## config.mk

```make
export PLATFORM = sky130hd
export DESIGN_NAME = texture_slot_replacement_unit
export DESIGN_NICKNAME = d
export VERILOG_FILES = /design/src/hdl/tsr_pkg.sv /design/src/hdl/texture_slot_replacement_unit.sv /design/src/hdl/tsr_slot_table.sv /design/src/hdl/tsr_priority_list.sv
export SDC_FILE = /design/constraint.sdc
export NUM_CORES = 1
export LEC_CHECK = 0
export BUFFER_PORTS_ARGS = -buffer_cell sky130_fd_sc_hd__buf_2
export CAP_MARGIN = 20
export CORE_ASPECT_RATIO = 0.8
export CORE_MARGIN = 5
export CORE_UTILIZATION = 60
export CTS_CLUSTER_SIZE = 12
export DETAILED_ROUTE_END_ITERATION = 12
export GPL_ROUTABILITY_DRIVEN = 0
export PLACE_DENSITY_LB_ADDON = 0.12
export SETUP_SLACK_MARGIN = 0.3
export SYNTH_ARGS = -nofsm -noshare
export SYNTH_HDL_FRONTEND = slang
export SYNTH_SLANG_ARGS = --single-unit
```

## constraint.sdc

```tcl
create_clock -name i_clk -period 8.5 [get_ports i_clk]
set_input_delay 0.425 -clock i_clk [delete_from_list [all_inputs] [get_ports i_clk]]
set_output_delay 0.425 -clock i_clk [all_outputs]
set_load 0.02 [all_outputs]
```

## src/hdl/tsr_pkg.sv

```systemverilog
`timescale 1ns / 1ps
// ----------------------------------------------------------------------------
// tsr_pkg
// Shared constants and types for the texture slot replacement unit.
// ----------------------------------------------------------------------------
package tsr_pkg;

    localparam int NUM_SLOTS_DEF = 16;
    localparam int TEX_W         = 32;
    localparam int SLOT_OUT_W    = 4;

    typedef struct packed {
        logic en;
        logic hit;
    } t_upd_ctrl;

endpackage

```

## src/hdl/texture_slot_replacement_unit.sv

```systemverilog
`timescale 1ns / 1ps
// ----------------------------------------------------------------------------
// texture_slot_replacement_unit
// Binds texture identifiers to slots with a transpose priority order.
// ----------------------------------------------------------------------------
// Usage:
//   Input channel i_valid / i_texture_id / o_stall carries one bind request
//   per transfer. Output channel o_valid / o_slot_index / o_hit /
//   o_evicted_valid / o_evicted_texture / i_stall returns one result per
//   request, in order.
//   From input transfer to result valid, the request sits in the input
//   register, then a single pass of tag compare, order update and slot
//   refill loads the result register when it is free or being taken.
//   Throughput is one request per cycle when not stalled; the slot table
//   and order update for a request are committed in the cycle it moves
//   to the result register, so the next request sees them at once.
//   A zero identifier gives an all-zero result and leaves the state alone.
//   Reset empties every slot and sets the order to ascending slot numbers;
//   both channels come up empty.
//   When the receiver stalls, the result holds; the input register still
//   takes one more request, then o_stall rises until the result is taken.
// ----------------------------------------------------------------------------
module texture_slot_replacement_unit #(
    parameter int NUM_SLOTS = tsr_pkg::NUM_SLOTS_DEF
) (
    input  logic                           i_clk,
    input  logic                           i_rst_n,
    input  logic                           i_valid,
    input  logic [tsr_pkg::TEX_W-1:0]      i_texture_id,
    output logic                           o_stall,
    output logic                           o_valid,
    output logic [tsr_pkg::SLOT_OUT_W-1:0] o_slot_index,
    output logic                           o_hit,
    output logic                           o_evicted_valid,
    output logic [tsr_pkg::TEX_W-1:0]      o_evicted_texture,
    input  logic                           i_stall
);
    import tsr_pkg::*;

    localparam int IDX_W = $clog2(NUM_SLOTS);

    logic                  r_in_valid;
    logic [TEX_W-1:0]      r_in_tex;
    logic                  r_out_valid;
    logic [SLOT_OUT_W-1:0] r_slot;
    logic                  r_hit;
    logic                  r_ev_valid;
    logic [TEX_W-1:0]      r_ev_tex;

    logic                  advance;
    logic                  tex_ok;
    logic                  tbl_hit;
    logic [IDX_W-1:0]      found;
    logic [IDX_W-1:0]      victim;
    logic [TEX_W-1:0]      victim_tex;
    logic [IDX_W-1:0]      sel_slot;
    logic [IDX_W+SLOT_OUT_W-1:0] slot_ext;
    t_upd_ctrl             upd;

    assign advance = r_in_valid && (!r_out_valid || !i_stall);
    assign o_stall = r_in_valid && !advance;
    assign tex_ok  = (r_in_tex != '0);

    assign upd.en  = advance && tex_ok;
    assign upd.hit = tbl_hit;

    assign sel_slot = tbl_hit ? found : victim;
    assign slot_ext = {{SLOT_OUT_W{1'b0}}, sel_slot};

    tsr_slot_table #(
        .NUM_SLOTS (NUM_SLOTS),
        .IDX_W     (IDX_W)
    ) u_table (
        .i_clk            (i_clk),
        .i_rst_n          (i_rst_n),
        .i_texture_id     (r_in_tex),
        .i_victim         (victim),
        .i_upd            (upd),
        .o_hit            (tbl_hit),
        .o_found          (found),
        .o_victim_texture (victim_tex)
    );

    tsr_priority_list #(
        .NUM_SLOTS (NUM_SLOTS),
        .IDX_W     (IDX_W)
    ) u_order (
        .i_clk    (i_clk),
        .i_rst_n  (i_rst_n),
        .i_upd    (upd),
        .i_slot   (found),
        .o_victim (victim)
    );

    // input register
    always_ff @(posedge i_clk) begin
        if (!i_rst_n) begin
            r_in_valid <= 1'b0;
        end else if (!o_stall) begin
            r_in_valid <= i_valid;
        end
    end

    always_ff @(posedge i_clk) begin
        if (!o_stall && i_valid) begin
            r_in_tex <= i_texture_id;
        end
    end

    // result register
    always_ff @(posedge i_clk) begin
        if (!i_rst_n) begin
            r_out_valid <= 1'b0;
        end else if (advance) begin
            r_out_valid <= 1'b1;
        end else if (!i_stall) begin
            r_out_valid <= 1'b0;
        end
    end

    always_ff @(posedge i_clk) begin
        if (advance) begin
            if (!tex_ok) begin
                r_slot     <= '0;
                r_hit      <= 1'b0;
                r_ev_valid <= 1'b0;
                r_ev_tex   <= '0;
            end else if (tbl_hit) begin
                r_slot     <= slot_ext[SLOT_OUT_W-1:0];
                r_hit      <= 1'b1;
                r_ev_valid <= 1'b0;
                r_ev_tex   <= '0;
            end else begin
                r_slot     <= slot_ext[SLOT_OUT_W-1:0];
                r_hit      <= 1'b0;
                r_ev_valid <= (victim_tex != '0);
                r_ev_tex   <= victim_tex;
            end
        end
    end

    assign o_valid           = r_out_valid;
    assign o_slot_index      = r_slot;
    assign o_hit             = r_hit;
    assign o_evicted_valid   = r_ev_valid;
    assign o_evicted_texture = r_ev_tex;

endmodule

```

## src/hdl/tsr_slot_table.sv

```systemverilog
`timescale 1ns / 1ps
// ----------------------------------------------------------------------------
// tsr_slot_table
// Texture held per slot, parallel match against the request and the
// read and refill of the evicted slot.
// ----------------------------------------------------------------------------
module tsr_slot_table #(
    parameter int NUM_SLOTS = tsr_pkg::NUM_SLOTS_DEF,
    parameter int IDX_W     = $clog2(NUM_SLOTS)
) (
    input  logic                      i_clk,
    input  logic                      i_rst_n,
    input  logic [tsr_pkg::TEX_W-1:0] i_texture_id,
    input  logic [IDX_W-1:0]          i_victim,
    input  tsr_pkg::t_upd_ctrl        i_upd,
    output logic                      o_hit,
    output logic [IDX_W-1:0]          o_found,
    output logic [tsr_pkg::TEX_W-1:0] o_victim_texture
);
    import tsr_pkg::*;

    logic [TEX_W-1:0] r_contents [NUM_SLOTS];
    logic [NUM_SLOTS-1:0] match;

    always_comb begin
        o_hit   = 1'b0;
        o_found = '0;
        for (int s = 0; s < NUM_SLOTS; s++) begin
            match[s] = (r_contents[s] == i_texture_id);
        end
        // lowest matching slot wins
        for (int s = NUM_SLOTS - 1; s >= 0; s--) begin
            if (match[s]) begin
                o_hit   = 1'b1;
                o_found = IDX_W'(s);
            end
        end
    end

    assign o_victim_texture = r_contents[i_victim];

    always_ff @(posedge i_clk) begin
        if (!i_rst_n) begin
            for (int s = 0; s < NUM_SLOTS; s++) begin
                r_contents[s] <= '0;
            end
        end else if (i_upd.en && !i_upd.hit) begin
            r_contents[i_victim] <= i_texture_id;
        end
    end

endmodule

```

## src/hdl/tsr_priority_list.sv

```systemverilog
`timescale 1ns / 1ps
// ----------------------------------------------------------------------------
// tsr_priority_list
// Priority order of the slots: transpose on a hit, move to front on a miss.
// ----------------------------------------------------------------------------
module tsr_priority_list #(
    parameter int NUM_SLOTS = tsr_pkg::NUM_SLOTS_DEF,
    parameter int IDX_W     = $clog2(NUM_SLOTS)
) (
    input  logic               i_clk,
    input  logic               i_rst_n,
    input  tsr_pkg::t_upd_ctrl i_upd,
    input  logic [IDX_W-1:0]   i_slot,
    output logic [IDX_W-1:0]   o_victim
);
    import tsr_pkg::*;

    logic [IDX_W-1:0]     r_order [NUM_SLOTS];
    logic [IDX_W-1:0]     n_order [NUM_SLOTS];
    logic [NUM_SLOTS-1:0] at_place;

    assign o_victim = r_order[NUM_SLOTS-1];

    always_comb begin
        for (int p = 0; p < NUM_SLOTS; p++) begin
            at_place[p] = (r_order[p] == i_slot);
        end
        for (int p = 0; p < NUM_SLOTS; p++) begin
            n_order[p] = r_order[p];
            if (i_upd.hit) begin
                if (p < NUM_SLOTS - 1) begin
                    if (at_place[p+1]) begin
                        n_order[p] = r_order[p+1];
                    end
                end
                if (p > 0) begin
                    if (at_place[p]) begin
                        n_order[p] = r_order[p-1];
                    end
                end
            end else if (p == 0) begin
                n_order[p] = r_order[NUM_SLOTS-1];
            end else begin
                n_order[p] = r_order[p-1];
            end
        end
    end

    always_ff @(posedge i_clk) begin
        if (!i_rst_n) begin
            for (int p = 0; p < NUM_SLOTS; p++) begin
                r_order[p] <= IDX_W'(p);
            end
        end else if (i_upd.en) begin
            for (int p = 0; p < NUM_SLOTS; p++) begin
                r_order[p] <= n_order[p];
            end
        end
    end

endmodule

```

==> impl_metrics.csv, run 1 <==
group,metric,value,unit
status,status,"finished, final reports clean",
synth,synth_seq_cells,648,
floorplanning,ios,76,
route,vias,23990,
grt,grt_pass1_vias,23099,
route,drtAntennaViolNets,0,
critical_path,path_buf_inv,1,
power_and_ir_drop,power-per-cell-area,191,nW/µm²
clock_network,htree_levels,3,
power_and_ir_drop,leakage,0.0142,µW
sta,fmax,178,MHz
placed_design,place_hpwl,80.4,mm
synth,yosysSeqAreaShare,0.532,
synth,syn_area_per_cell,13.4,µm²
critical_path,worst_setup_path_start_kind,"flip-flop",
grt,overflow,0,
sta,min_period_over_period,0.662,
synth,async_flop_share,0,
placed_design,io_buffers,75,
floorplanning,placementRows,80,
synth,netlist_area,36500,µm²
grt,grt_max_degree,109,
placed_design,pre_cts_ws,3.14,ns
grt,antenna_found_initial,13,
clock_network,cts-buffers-inserted,70,
finish,syn_to_final_growth,8.07,%
worst_hold_path,hold_path_class,"in2reg",
critical_path,crit_type,"reg2reg",
route,wl_per_cell,33.4,µm
finish,drive_above_1_share,0.164,
sta,slew_headroom,0.262,
sta,rsz0062_at_grt,"false",
critical_path,path_max_fanout,17,
synth,yosys_warnings,0,
synth,synth_commonest_cells,"edfxtp_1 (646), and2_1 (546), xor2_1 (338)",
synth,syn-num-nets,2759,
route,drt_pass1_iterations,6,
synth,synth.area.top_cells,"edfxtp_1 (53%), mux4_2 (9.9%), and2_1 (9.3%)",
sta,final-hold-violation-count,0,
synth,synth_cell_types,65,
clock_network,root_buffer,"clkbuf_16",
synth,yosysMostFrequentCell,"edfxtp_1",
floorplanning,core-area,60000,µm²
floorplanning,die_x,286,µm
synth,syn_inst,2723,
sta,finClkSkew,0.0358,ns
route,routed_wirelength,119,mm
run,cap_violations,0,
finish,fin_nets,2763,
clock_network,cts_tree,"done",
grt,grt_pass1_wl,169,mm
grt,grt_use_total,0.356,
synth,synth-edff-count,646,
route,drt_iter0_drc,4287,
clock_network,clock_latency,0.63,ns
route,drc,0,
sta,finalSetupViolCount,0,
finish,final_area,39500,µm²
synth,yosysTopAreaCellShare,0.531,
critical_path,crit_family,"simple AND/OR/NAND/NOR gates",
sta,setup_tns,0,ns
sta,fin_crit,5.63,ns
critical_path,max_stage_delay,1.07,ns
critical_path,crit_top_cell,"nand4_1",
synth,ys.flop_type,"edfxtp_1",
critical_path,crit_slowest_cell,"edfxtp_1",
clock_network,clk_pin_slew,0.06,ns
clock_network,clk_path_buf_depth,3,
critical_path,path_cells,"buf_4, xnor2_1, nand4_1, nor4_1, nand4_1, o221ai_1, a221o_2, or2_1, o21ai_1, or4_1, a31oi_1",
floorplanning,start_util,0.609,
sta,slew_viol_final,0,
route,viasPerCell,6.75,
power_and_ir_drop,ir_worst_vdd,0.000147,V
clock_network,post_cts_resized,0,
critical_path,worstSetupEndpointType,"flip-flop",
floorplanning,die_area,66000,µm²
synth,synth_top_area_cell,"edfxtp_1",
critical_path,critPathRequiredTime,8.75,ns
sta,max_slew.worst_pin.slew,1.10,ns
clock_network,cts_sinks,648,
critical_path,worstPathArrival,5.88,ns
placed_design,placed_area,37100,µm²
floorplanning,dieHeight,231,µm
sta,setup_ws,2.87,ns
-- cells in the final DEF, fill, tap and decap left out, types with 4 or more instances in the layout --
cell type	instances
a31oi_1	9
nor3_2	6
mux4_2	160
xor2_1	338
o211ai_1	13
clkinv_1	16
and2_1	546
or4_1	4
o211ai_2	5
nor2b_1	17
clkinv_2	7
nor4_2	6
inv_1	5
nor2_2	4
mux2i_1	63
nand4_1	71
clkbuf_1	16
buf_4	82
a21oi_1	24
xnor2_1	206
nand3_1	16
edfxtp_1	646
buf_2	75
nor2_1	44
o21ai_0	4
a211oi_1	11
nor4_1	111
nand2b_1	24
or3_1	4
dlygate4sd3_1	29
nand2_1	71
clkbuf_16	74
o31a_1	8
-- registers in the layout (all words and copies together), names as in the netlist --
register            count
o_evicted_valid         1
o_evicted_texture      32
r_in_valid              1
r_in_tex               32
u_order.r_order        64
o_slot_index            4
o_valid                 1
o_hit                   1
u_table.r_contents    512
-- cells by family after synthesis --
logic type | share of synthesized area
XOR/XNOR | 0.132
flip-flops | 0.532
AO/OA/AOI/OAI | 0.0218
multiplexers | 0.116
AND/OR/NAND/NOR | 0.155
buffers and inverters | 0.0426
-- path summary, 6_finish.rpt --
check / to / startpoint / slack [ns] / cells after the start
setup reg to reg: u_order.r_order[12][1] / r_in_tex[7] / 2.87 / 11
hold / removal: r_in_tex[22] / i_texture_id[22] / 0.01 / 1
setup / recovery: u_order.r_order[12][1] / r_in_tex[7] / 2.87 / 11
hold reg to reg: o_valid / r_in_valid / 0.53 / 2
-- metrics by stage --
stage / util / hold WS (ns) / instances / total power (µW)
finish: 0.659 / 0.00961 / 3554 / 7550
global route: 0.658 / 0.00378 / 3553 / 7730
detailed placement: 0.618 / 0.504 / 3404 / 4670
CTS: 0.658 / 0.000201 / 3552 / 7530
floorplan: - / 0.472 / 2723 / 4340
global placement: 0.618 / 0.486 / 3403 / 4670
-- area by class of cell --
cell class              count  area, µm²
flip-flops and latches    648      19400
repair buffers            189       1330
inverters                   6       22.5
clock buffers              91       1930
well taps                 779        975
multi-input cells        1812      15600
clock inverters            28        171
diodes                      1       2.50
fillers                  4357      20500
-- per-layer routing --
layer	up-vias	wire (µm)	global-route usage
li1	9828	-	-
met1	12062	45600	0.522
met2	1836	49600	0.499
met3	252	18800	0.135
met4	12	4480	0.110
met5	-	79	0
-- what timing repair did --
item	CTS	global route
buffers inserted	0	0
hold endpoints to repair	29	0
hold buffers	29	0
-- report_power, final --
| group | internal, µW | switching [µW] | total (µW) | leakage (µW) |
|---|---|---|---|---|
| Combinational | 312 | 557 | 869 | 0.00662 |
| Sequential | 3660 | 132 | 3790 | 0.00657 |
| Clock | 1620 | 1270 | 2890 | 0.00102 |
| Total | 5590 | 1960 | 7550 | 0.0142 |
Power figures use the tool's default switching activity.
==> run 2, diff against run 1 <==
- clock period: 8.5 -> 5.4 ns (I/O delays scaled with it)
==> run 2 against run 1 <==
Power up 57%. Non-clock buffer count up 55. First-iteration DRC count down 12%. Clock skew down 0.013 ns. Count of clock-buffer cells in the layout up 8. Cell count up 1.5%. Global-route usage down 0.67 points. Setup slack worse by 2.3 ns. Clock power up 55%. Cell area up 1.7%.
==> impl_metrics.csv, run 2 (same netlist as run 1, synthesis figures left out) <==
group,metric,value,unit
clock_network,cts_tree,"done",
worst_hold_path,whs_path_depth,2,
sta,finClkSkew,0.0223,ns
sta,setup_tns,0,ns
status,status,"finished, final reports clean",
clock_network,root_buffer,"clkbuf_16",
finish,multi_input_area,15600,µm²
sta,min_period_over_period,0.899,
grt,grt_use_total,0.350,
finish,final_area,40200,µm²
critical_path,r2r_cells,12,
power_and_ir_drop,power-per-cell-area,295,nW/µm²
critical_path,critPathRequiredTime,5.64,ns
critical_path,crit_type,"reg2reg",
grt,antenna_found_initial,14,
floorplanning,ios,76,
grt,overflow,0,
sta,final-hold-violation-count,0,
critical_path,crit_cells,12,
power_and_ir_drop,p_int,8810,µW
route,routed_wirelength,116,mm
finish,largest-register,"u_table.r_contents",
sta,holdWs,0.366,ns
critical_path,crit-reg2reg-launch,"r_in_tex[5]",
clock_network,cts_sinks,648,
clock_network,clk_path_buf_depth,3,
finish,final_cell_mix,"edfxtp_1 (646), and2_1 (546), xor2_1 (338)",
sta,slew_headroom,0.286,
power_and_ir_drop,switching_share,0.257,
clock_network,cts-buffers-inserted,70,
critical_path,path_cells,"buf_4, xnor2_1, nand4_1, nor4_1, nand2_1, a21boi_1, a31oi_4, buf_12, buf_4, xnor2_1, o31a_1, a31oi_1",
clock_network,clk_pin_slew,0.06,ns
grt,grt_max_degree,83,
finish,n_fill_cell,4277,
finish,mostFrequentLayoutCell,"edfxtp_1",
clock_network,htree_levels,3,
placed_design,placed_cells,3442,
critical_path,ff2ff_setup_slack,0.55,ns
power_and_ir_drop,fin_total_pwr,11900,µW
sta,finalSetupViolCount,0,
grt,grt_pass1_vias,22990,
sta,fin_crit,4.85,ns
finish,drive_above_1_share,0.175,
route,vias,23944,
finish,top_regs,"u_table.r_contents (512), u_order.r_order (64)",
power_and_ir_drop,p_clk_frac,0.378,
sta,rsz0062_at_grt,"false",
power_and_ir_drop,combinationalPowerShare,0.121,
worst_hold_path,hold_start,"i_texture_id[25]",
critical_path,timing.rr.end,"u_order.r_order[3][1]",
floorplanning,placementRows,80,
critical_path,worstSetupEndpointType,"flip-flop",
finish,regArea,19400,µm²
power_and_ir_drop,seqPwrFrac,0.500,
finish,syn_to_final_growth,9.93,%
route,drt_pass1_iterations,5,
worst_hold_path,hold_path_class,"in2reg",
power_and_ir_drop,leakage,0.0146,µW
route,drt_iter0_drc,3771,
clock_network,clock_latency,0.62,ns
critical_path,path_buf_inv,3,
route,viasPerCell,6.64,
worst_hold_path,hold_end,"r_in_tex[25]",
route,drc,0,
floorplanning,die_area,66000,µm²
critical_path,max_stage_delay,0.82,ns
finish,fin_nets,2818,
floorplanning,die_x,286,µm
placed_design,io_buffers,75,
placed_design,place_hpwl,79.4,mm
power_and_ir_drop,switchingPower,3040,µW
run,cap_violations,0,
power_and_ir_drop,ir_worst_vdd,0.000250,V
floorplanning,core-area,60000,µm²
finish,largest_reg_flops,512,
critical_path,crit_slowest_cell,"edfxtp_1",
sta,slew_viol_final,0,
route,drtAntennaViolNets,0,
sta,max_slew.worst_pin.slew,1.06,ns
critical_path,worst_setup_path_start_kind,"flip-flop",
placed_design,placed_area,37600,µm²
grt,grt_pass1_wl,167,mm
critical_path,worstPathArrival,5.10,ns
floorplanning,start_util,0.609,
route,wl_per_cell,32.2,µm
floorplanning,dieHeight,231,µm
sta,fmax,206,MHz
critical_path,crit_family,"compound AO/OA/AOI/OAI gates",
finish,fin_cells,3608,
critical_path,path_max_fanout,14,
run 2: power by group through the flow:
stage | Clock (µW) | Combinational [µW] | Sequential, µW
after floorplan | 0 | 860 | 5980
after global placement | 0 | 1350 | 6020
after detailed placement | 0 | 1360 | 6030
after CTS | 4510 | 1390 | 5930
after global routing | 4730 | 1490 | 5940
final | 4480 | 1440 | 5930
run 2: what timing repair did:
action / CTS / global route
hold buffers: 34 / 0
pin swaps: 1 / 1
setup buffers: 3 / 10
endpoints found under the setup margin: 16 / 80
gates resized for setup: 0 / 2
endpoints found under the hold margin: 34 / 0
run 2: cell type report:
class / instances / area share
clock buffer: 99 / 0.0479
timing repair buffer: 244 / 0.0515
tap: 779 / 0.0243
clock inverter: 19 / 0.00277
multi-input combinational: 1812 / 0.389
inverter: 6 / 0.000561
antenna: 1 / 0.0000623
sequential: 648 / 0.484
run 2: worst max-delay path by stage:
| stage | startpoint | to | slack [ns] |
|---|---|---|---|
| 2_1_floorplan | r_in_tex[27] | u_table.r_contents[8][0] | 1.70 |
| 4_1_cts | r_in_tex[9] | u_order.r_order[2][0] | 0.31 |
| 6_report | r_in_tex[5] | u_order.r_order[3][1] | 0.55 |
| 5_1_grt | r_in_tex[5] | u_order.r_order[3][1] | 0.46 |
| 3_3_place_gp | r_in_tex[9] | u_order.r_order[2][1] | 0.38 |
| 3_5_place_dp | r_in_tex[2] | u_order.r_order[0][0] | 0.28 |
run 2: through the flow:
step                setup WS (ns)   util
floorplan                    1.70      -
global placement            0.383  0.628
detailed placement          0.279  0.628
CTS                         0.311  0.668
global route                0.458  0.670
finish                      0.545  0.670
run 2: metal layers:
metal  global-route usage  part of all wire  vias up
met3                0.136              0.16      239
met5                    0           0.00044        -
li1                     -                 -     9954
met1                0.505              0.38    11994
met4                0.121             0.041        8
met2                0.489              0.42     1749
